$ cat src/hw/rtl/bcts_pkg.sv
// ----------------------------------------------------------------------------
// bcts_pkg: shared definitions for the backoff count table scorer
// Table geometry, fixed-point constants, result codes and the command and
// status bundles passed between the controller and the datapath.
// ----------------------------------------------------------------------------
package bcts_pkg;

  // Table geometry. All six tables have the same depth.
  localparam int unsigned TBL_ENTRIES = 256;
  localparam int unsigned IDX_W       = $clog2(TBL_ENTRIES);
  localparam int unsigned FILL_W      = IDX_W + 1;
  localparam int unsigned NUM_TBL     = 6;

  // Table numbers, in the order the fill levels are kept.
  localparam int unsigned TBL_TRI = 0;  // source-event-target
  localparam int unsigned TBL_SE  = 1;  // source-event
  localparam int unsigned TBL_ST  = 2;  // source-target
  localparam int unsigned TBL_S   = 3;  // source
  localparam int unsigned TBL_ET  = 4;  // event-target
  localparam int unsigned TBL_E   = 5;  // event

  // Key width of each table.
  localparam int unsigned KEY_W [NUM_TBL] = '{96, 64, 64, 32, 64, 32};
  localparam int unsigned KEY_MAX_W = 96;

  // Operation codes.
  localparam logic OP_OBSERVE = 1'b0;
  localparam logic OP_SCORE   = 1'b1;

  // Configuration register indexes.
  localparam logic CFG_FLOOR    = 1'b0;
  localparam logic CFG_DISCOUNT = 1'b1;

  // Reported backoff levels.
  localparam logic [2:0] LVL_OBS = 3'd0;
  localparam logic [2:0] LVL_TRI = 3'd1;
  localparam logic [2:0] LVL_SRC = 3'd2;
  localparam logic [2:0] LVL_EVT = 3'd3;
  localparam logic [2:0] LVL_DEF = 3'd4;
  localparam logic [2:0] LVL_INV = 3'd5;

  // Fixed log results in Q5.10.
  localparam logic [15:0] LOG_INVALID = 16'hD800;  // -10.0
  localparam logic [15:0] LOG_DEFAULT = 16'hE000;  // -8.0
  localparam logic [15:0] LOG_MIN     = 16'h8000;  // -32.0

  // ln(2) in Q0.28.
  localparam logic [27:0] LN2_Q28 = 28'd186065280;

  // Reset values of the configuration registers.
  localparam logic [31:0] FLOOR_RST    = 32'd1;
  localparam logic [15:0] DISCOUNT_RST = 16'd26214;

  // Log unit operand selects.
  localparam logic [1:0] LG_C = 2'd0;
  localparam logic [1:0] LG_T = 2'd1;
  localparam logic [1:0] LG_D = 2'd2;

  // Controller to datapath commands.
  typedef struct packed {
    logic       load;
    logic       scan_run;
    logic       pick;
    logic       commit;
    logic       lg_start;
    logic [1:0] lg_sel;
    logic       sum;
    logic       mul;
    logic       finish;
  } cmd_t;

  // Datapath to controller status.
  typedef struct packed {
    logic scan_done;
    logic obs;
    logic drop;
    logic need_log;
    logic k_nz;
    logic lg_done;
  } sts_t;

  // Saturating count increment.
  function automatic logic [31:0] sat_inc(input logic [31:0] c);
    sat_inc = (c == 32'hFFFF_FFFF) ? c : c + 32'd1;
  endfunction

endpackage

$ cat src/hw/rtl/bcts_ctrl.sv
// ----------------------------------------------------------------------------
// bcts_ctrl: sequencing state machine
// Steps each item through scan, table update or log evaluation, and owns the
// input and output handshakes.
// ----------------------------------------------------------------------------
module bcts_ctrl (
  input  logic           clk_i,
  input  logic           rst_ni,
  input  logic           in_valid_i,
  output logic           in_ready_o,
  output logic           out_valid_o,
  input  logic           out_ready_i,
  input  bcts_pkg::sts_t sts_i,
  output bcts_pkg::cmd_t cmd_o
);

  localparam logic [3:0] S_IDLE  = 4'd0;
  localparam logic [3:0] S_SCAN  = 4'd1;
  localparam logic [3:0] S_PICK  = 4'd2;
  localparam logic [3:0] S_ROUTE = 4'd3;
  localparam logic [3:0] S_WRITE = 4'd4;
  localparam logic [3:0] S_LC    = 4'd5;
  localparam logic [3:0] S_LT    = 4'd6;
  localparam logic [3:0] S_LD    = 4'd7;
  localparam logic [3:0] S_SUM   = 4'd8;
  localparam logic [3:0] S_MUL   = 4'd9;
  localparam logic [3:0] S_DONE  = 4'd10;

  logic [3:0] state_q, state_d;
  logic       out_valid_q, out_valid_d;

  // Next state and commands.
  always_comb begin
    state_d     = state_q;
    out_valid_d = out_valid_q && !out_ready_i;
    cmd_o       = '0;
    cmd_o.lg_sel = bcts_pkg::LG_C;
    unique case (state_q)
      S_IDLE: begin
        if (in_valid_i) begin
          cmd_o.load = 1'b1;
          state_d    = S_SCAN;
        end
      end
      S_SCAN: begin
        cmd_o.scan_run = 1'b1;
        if (sts_i.scan_done) state_d = S_PICK;
      end
      S_PICK: begin
        cmd_o.pick = 1'b1;
        state_d    = S_ROUTE;
      end
      S_ROUTE: begin
        if (sts_i.obs) begin
          state_d = sts_i.drop ? S_DONE : S_WRITE;
        end else if (sts_i.need_log) begin
          cmd_o.lg_start = 1'b1;
          state_d        = S_LC;
        end else begin
          state_d = S_DONE;
        end
      end
      S_WRITE: begin
        cmd_o.commit = 1'b1;
        state_d      = S_DONE;
      end
      S_LC: begin
        if (sts_i.lg_done) begin
          cmd_o.lg_start = 1'b1;
          cmd_o.lg_sel   = bcts_pkg::LG_T;
          state_d        = S_LT;
        end
      end
      S_LT: begin
        if (sts_i.lg_done) begin
          if (sts_i.k_nz) begin
            cmd_o.lg_start = 1'b1;
            cmd_o.lg_sel   = bcts_pkg::LG_D;
            state_d        = S_LD;
          end else begin
            state_d = S_SUM;
          end
        end
      end
      S_LD: begin
        if (sts_i.lg_done) state_d = S_SUM;
      end
      S_SUM: begin
        cmd_o.sum = 1'b1;
        state_d   = S_MUL;
      end
      S_MUL: begin
        cmd_o.mul = 1'b1;
        state_d   = S_DONE;
      end
      S_DONE: begin
        // Hand the result over once the output register is free.
        if (!out_valid_q || out_ready_i) begin
          cmd_o.finish = 1'b1;
          out_valid_d  = 1'b1;
          state_d      = S_IDLE;
        end
      end
      default: state_d = S_IDLE;
    endcase
  end

  always_ff @(posedge clk_i or negedge rst_ni) begin
    if (!rst_ni) begin
      state_q     <= S_IDLE;
      out_valid_q <= 1'b0;
    end else begin
      state_q     <= state_d;
      out_valid_q <= out_valid_d;
    end
  end

  assign in_ready_o  = (state_q == S_IDLE);
  assign out_valid_o = out_valid_q;

endmodule

$ cat config.mk
export PLATFORM = sky130hd
export DESIGN_NAME = bcts_ctrl
export DESIGN_NICKNAME = d
export VERILOG_FILES = /design/src/hw/rtl/bcts_pkg.sv /design/src/hw/rtl/bcts_ctrl.sv
export SDC_FILE = /design/constraint.sdc
export NUM_CORES = 1
export LEC_CHECK = 0
export BUFFER_PORTS_ARGS = -buffer_cell sky130_fd_sc_hd__buf_2
export CORE_AREA = 2 2 39 41
export CTS_BUF_LIST = sky130_fd_sc_hd__clkbuf_16
export DETAILED_ROUTE_END_ITERATION = 10
export DIE_AREA = 0 0 41 43
export MAX_ROUTING_LAYER = met4
export PLACE_DENSITY_LB_ADDON = 0.25
export SYNTH_ARGS = -nofsm -noshare
export SYNTH_HDL_FRONTEND = slang
export SYNTH_SLANG_ARGS = --single-unit
$ cat constraint.sdc
create_clock -name clk_i -period 1.7 [get_ports clk_i]
set_clock_uncertainty 0.1 [all_clocks]
set_input_delay 0.17 -clock clk_i [delete_from_list [all_inputs] [get_ports clk_i]]
set_output_delay 0.17 -clock clk_i [all_outputs]
set_load 0.01 [all_outputs]
==> flow_metrics.env <==
export IMPL_cap_violations=0
export IMPL_outcome="finished, final reports clean"
export IMPL_end_kind="output port"
export IMPL_cts_buffers=3
export IMPL_async_flop_share_pct=100
export IMPL_cp_arrival_ns=1.37
export IMPL_syn_nets=73
export IMPL_path_buf_inv=2
export IMPL_synth_commonest_cells="8 x nor2_1, 7 x nand2b_1, 5 x dfrtp_1"
export IMPL_grt_usage_pct=15.4
export IMPL_worstMarginPinSlew_ns=0.259
export IMPL_synth_top_flop_cell="dfrtp_1"
export IMPL_fp_dieH_um=43
export IMPL_routed_wl_um=1250
export IMPL_final_setup_worst_slack_ns=0.0614
export IMPL_netlist_area_um2=508
export IMPL_gp_congestion=0.766
export IMPL_place_ws_ns=0.142
export IMPL_hold_class="in2reg"
export IMPL_worstSetupPathType="reg2out"
export IMPL_start_kind="flip-flop"
export IMPL_core_area_mm2=0.00138
export IMPL_synth_top_cell_by_area="dfrtp_1"
export IMPL_drc=0
export IMPL_synth_distinct_cells=34
export IMPL_clkSlewWorstSetupHoldPaths_ns=0.03
export IMPL_root_buffer="clkbuf_16"
export IMPL_slew_headroom_pct=82.7
export IMPL_synth_edff_count=0
export IMPL_post_drt_via_cell_ratio=5.16
export IMPL_fillers=139
export IMPL_final_nets=104
export IMPL_ios=22
export IMPL_fp_row_count=14
export IMPL_slowest_delay_ns=0.38
export IMPL_setup_violations_final=0
export IMPL_cp_max_fo=12
export IMPL_hold_violations=0
export IMPL_antenna_left=0
export IMPL_min_period_over_period_pct=96.4
export IMPL_ys_warn_count=0
export IMPL_required_ns=1.43
export IMPL_critPathTopFamily="flip-flops"
export IMPL_ir_drop_uv=951
export IMPL_leakagePower_uw=0.000379
export IMPL_cpMaxStageDelayCell="dfrtp_1"
export IMPL_dieArea_mm2=0.00176
export IMPL_path_cells="buf_4, or2b_4, o22ai_1, buf_2"
export IMPL_p_total_uw=1340
export IMPL_clkSinkCount=5
export IMPL_ff2ff_setup_slack_ns=0.16
export IMPL_io_buffers=21
export IMPL_antenna_found_initial=0
export IMPL_vias=562
export IMPL_hpwl_um=949
export IMPL_num_antenna_cells=0
export IMPL_cts_max_level=1
export IMPL_tns_ns=0
export IMPL_min_period_ns=1.64
export IMPL_drive_gt1_share_pct=41.9
export IMPL_wl_per_cell_um=11.5
export IMPL_dieWidth_um=41
export IMPL_synth_most_common_cell="nor2_1"
export IMPL_synth_area_per_cell_um2=8.06
export IMPL_cts_buffer_depth=2
export IMPL_grt_max_degree=16
export IMPL_grt_first_pass_wirelength_um=1900
export IMPL_dpl_cell_area_um2=634
export IMPL_cts_tree="yes"
export IMPL_synthCells=63
export IMPL_synth_yosys_seq_area_share_pct=24.6
export IMPL_design_area_um2=766
export IMPL_drt_iter0_markers=7
export IMPL_start_util_pct=36.7
export IMPL_final_core_util_pct=55.3
export IMPL_synthDominantCellAreaShare_pct=24.6
export IMPL_fmax_ghz=0.610
export IMPL_grt_pass1_vias=474
export IMPL_drv_slew=0
export IMPL_synthTopCellsByArea="dfrtp_1 25%, nand2b_1 8.6%, nor2_1 5.9%"
export IMPL_p_per_area_mw_per_mm2=1750
export IMPL_overflow=0
export IMPL_rsz0062_at_grt="false"
export IMPL_syn_to_final_growth_pct=50.7
export IMPL_clk_latency_ns=0.22
export IMPL_ys_ff_latch=5
export IMPL_drt_pass1_iter_count=4
[sequential cells by signal, summed over array words and instances, names as in the netlist]
signal       flops
state_q          4
out_valid_o      1
[path summary, 6_finish.rpt]
| kind | cells after the start | start | end |
|---|---|---|---|
| max in group asynchronous | 2 | rst_ni | state_q[2]$_DFFE_PN0P_ |
| worst min-delay path | 3 | out_ready_i | out_valid_o$_DFF_PN0_ |
| worst min register to register | 2 | out_valid_o$_DFF_PN0_ | out_valid_o$_DFF_PN0_ |
| worst max register to register | 4 | state_q[0]$_DFFE_PN0P_ | state_q[1]$_DFFE_PN0P_ |
| worst max-delay path | 4 | state_q[1]$_DFFE_PN0P_ | cmd_o[5] |
| min in group asynchronous | 2 | rst_ni | state_q[0]$_DFFE_PN0P_ |
[final cells by class]
| cell class | count | area [um^2] | area share [%] |
|---|---|---|---|
| Clock inverter | 1 | 3.75 | 0.490 |
| Sequential cell | 5 | 126 | 16.5 |
| Timing Repair Buffer | 30 | 179 | 23.4 |
| Tap cell | 16 | 20.0 | 2.61 |
| Clock buffer | 3 | 75.1 | 9.80 |
| Inverter | 1 | 3.75 | 0.490 |
| Multi-Input combinational cell | 53 | 358 | 46.7 |
[where the power goes]
part / internal (uW) / switching [uW]
clock: 304 / 68.2
sequential: 171 / 44.2
combinational: 373 / 383
[per-stage QoR]
| step | hold slack [ns] | cells |
|---|---|---|
| floorplan | -0.226 | 63 |
| global placement | -0.108 | 100 |
| detailed placement | -0.109 | 100 |
| CTS | 0.129 | 106 |
| global route | 0.168 | 109 |
| finish | 0.132 | 109 |
[timing repair]
item | 4_1_cts | 5_1_grt
buffers inserted | 1 | 3
pin swaps | 0 | 0
hold endpoints to repair | 5 | 0
resized for setup | 3 | 1
hold buffers | 1 | 0
endpoints found under the setup margin | 3 | 1
[worst reg2reg max path, cell delays in order, from the launching register on]
cell	delay, ns
dfrtp_1	0.39
or2_4	0.26
a32oi_2	0.30
nor2_2	0.07
o31a_1	0.30
[routing by layer]
metal	GRT usage, %	wire length (um)	vias to the layer above
met2	23.8	600	16
met5	-	0	-
met1	19.9	583	255
met3	0	48	2
li1	-	-	289
met4	8.00	17	0
[placed cells by master, fill, tap and decap left out]
| master | n |
|---|---|
| o2bb2a_1 | 1 |
| nor2b_1 | 2 |
| nor4b_1 | 1 |
| buf_6 | 1 |
| nor2b_4 | 1 |
| buf_4 | 7 |
| dfrtp_1 | 4 |
| clkbuf_16 | 3 |
| mux2i_1 | 1 |
| dfrtp_2 | 1 |
| or2_4 | 1 |
| o22ai_1 | 1 |
| nand4bb_1 | 1 |
| o21a_1 | 2 |
| and2_1 | 1 |
| or2b_4 | 1 |
| a32oi_2 | 1 |
| o21bai_1 | 1 |
| or2b_1 | 1 |
| or2_1 | 2 |
| nor3_1 | 2 |
| o2111ai_1 | 1 |
| buf_2 | 21 |
| o31a_1 | 1 |
| o21ai_0 | 3 |
| o311a_1 | 1 |
| dlygate4sd3_1 | 1 |
| nor2_2 | 1 |
| a31oi_1 | 2 |
| or3_1 | 1 |
| inv_1 | 2 |
| o41ai_2 | 1 |
| nand2_1 | 3 |
| a21oi_1 | 3 |
| nor2_1 | 8 |
| nor4_1 | 1 |
| nand2b_1 | 7 |
[cell families after synthesis]
family          synth area share [%]
simple gates                    39.2
mux                             1.97
flops                           24.6
compound gates                  27.8
buf+inv                         6.40
No activity file was read; power rests on OpenSTA's default activity.
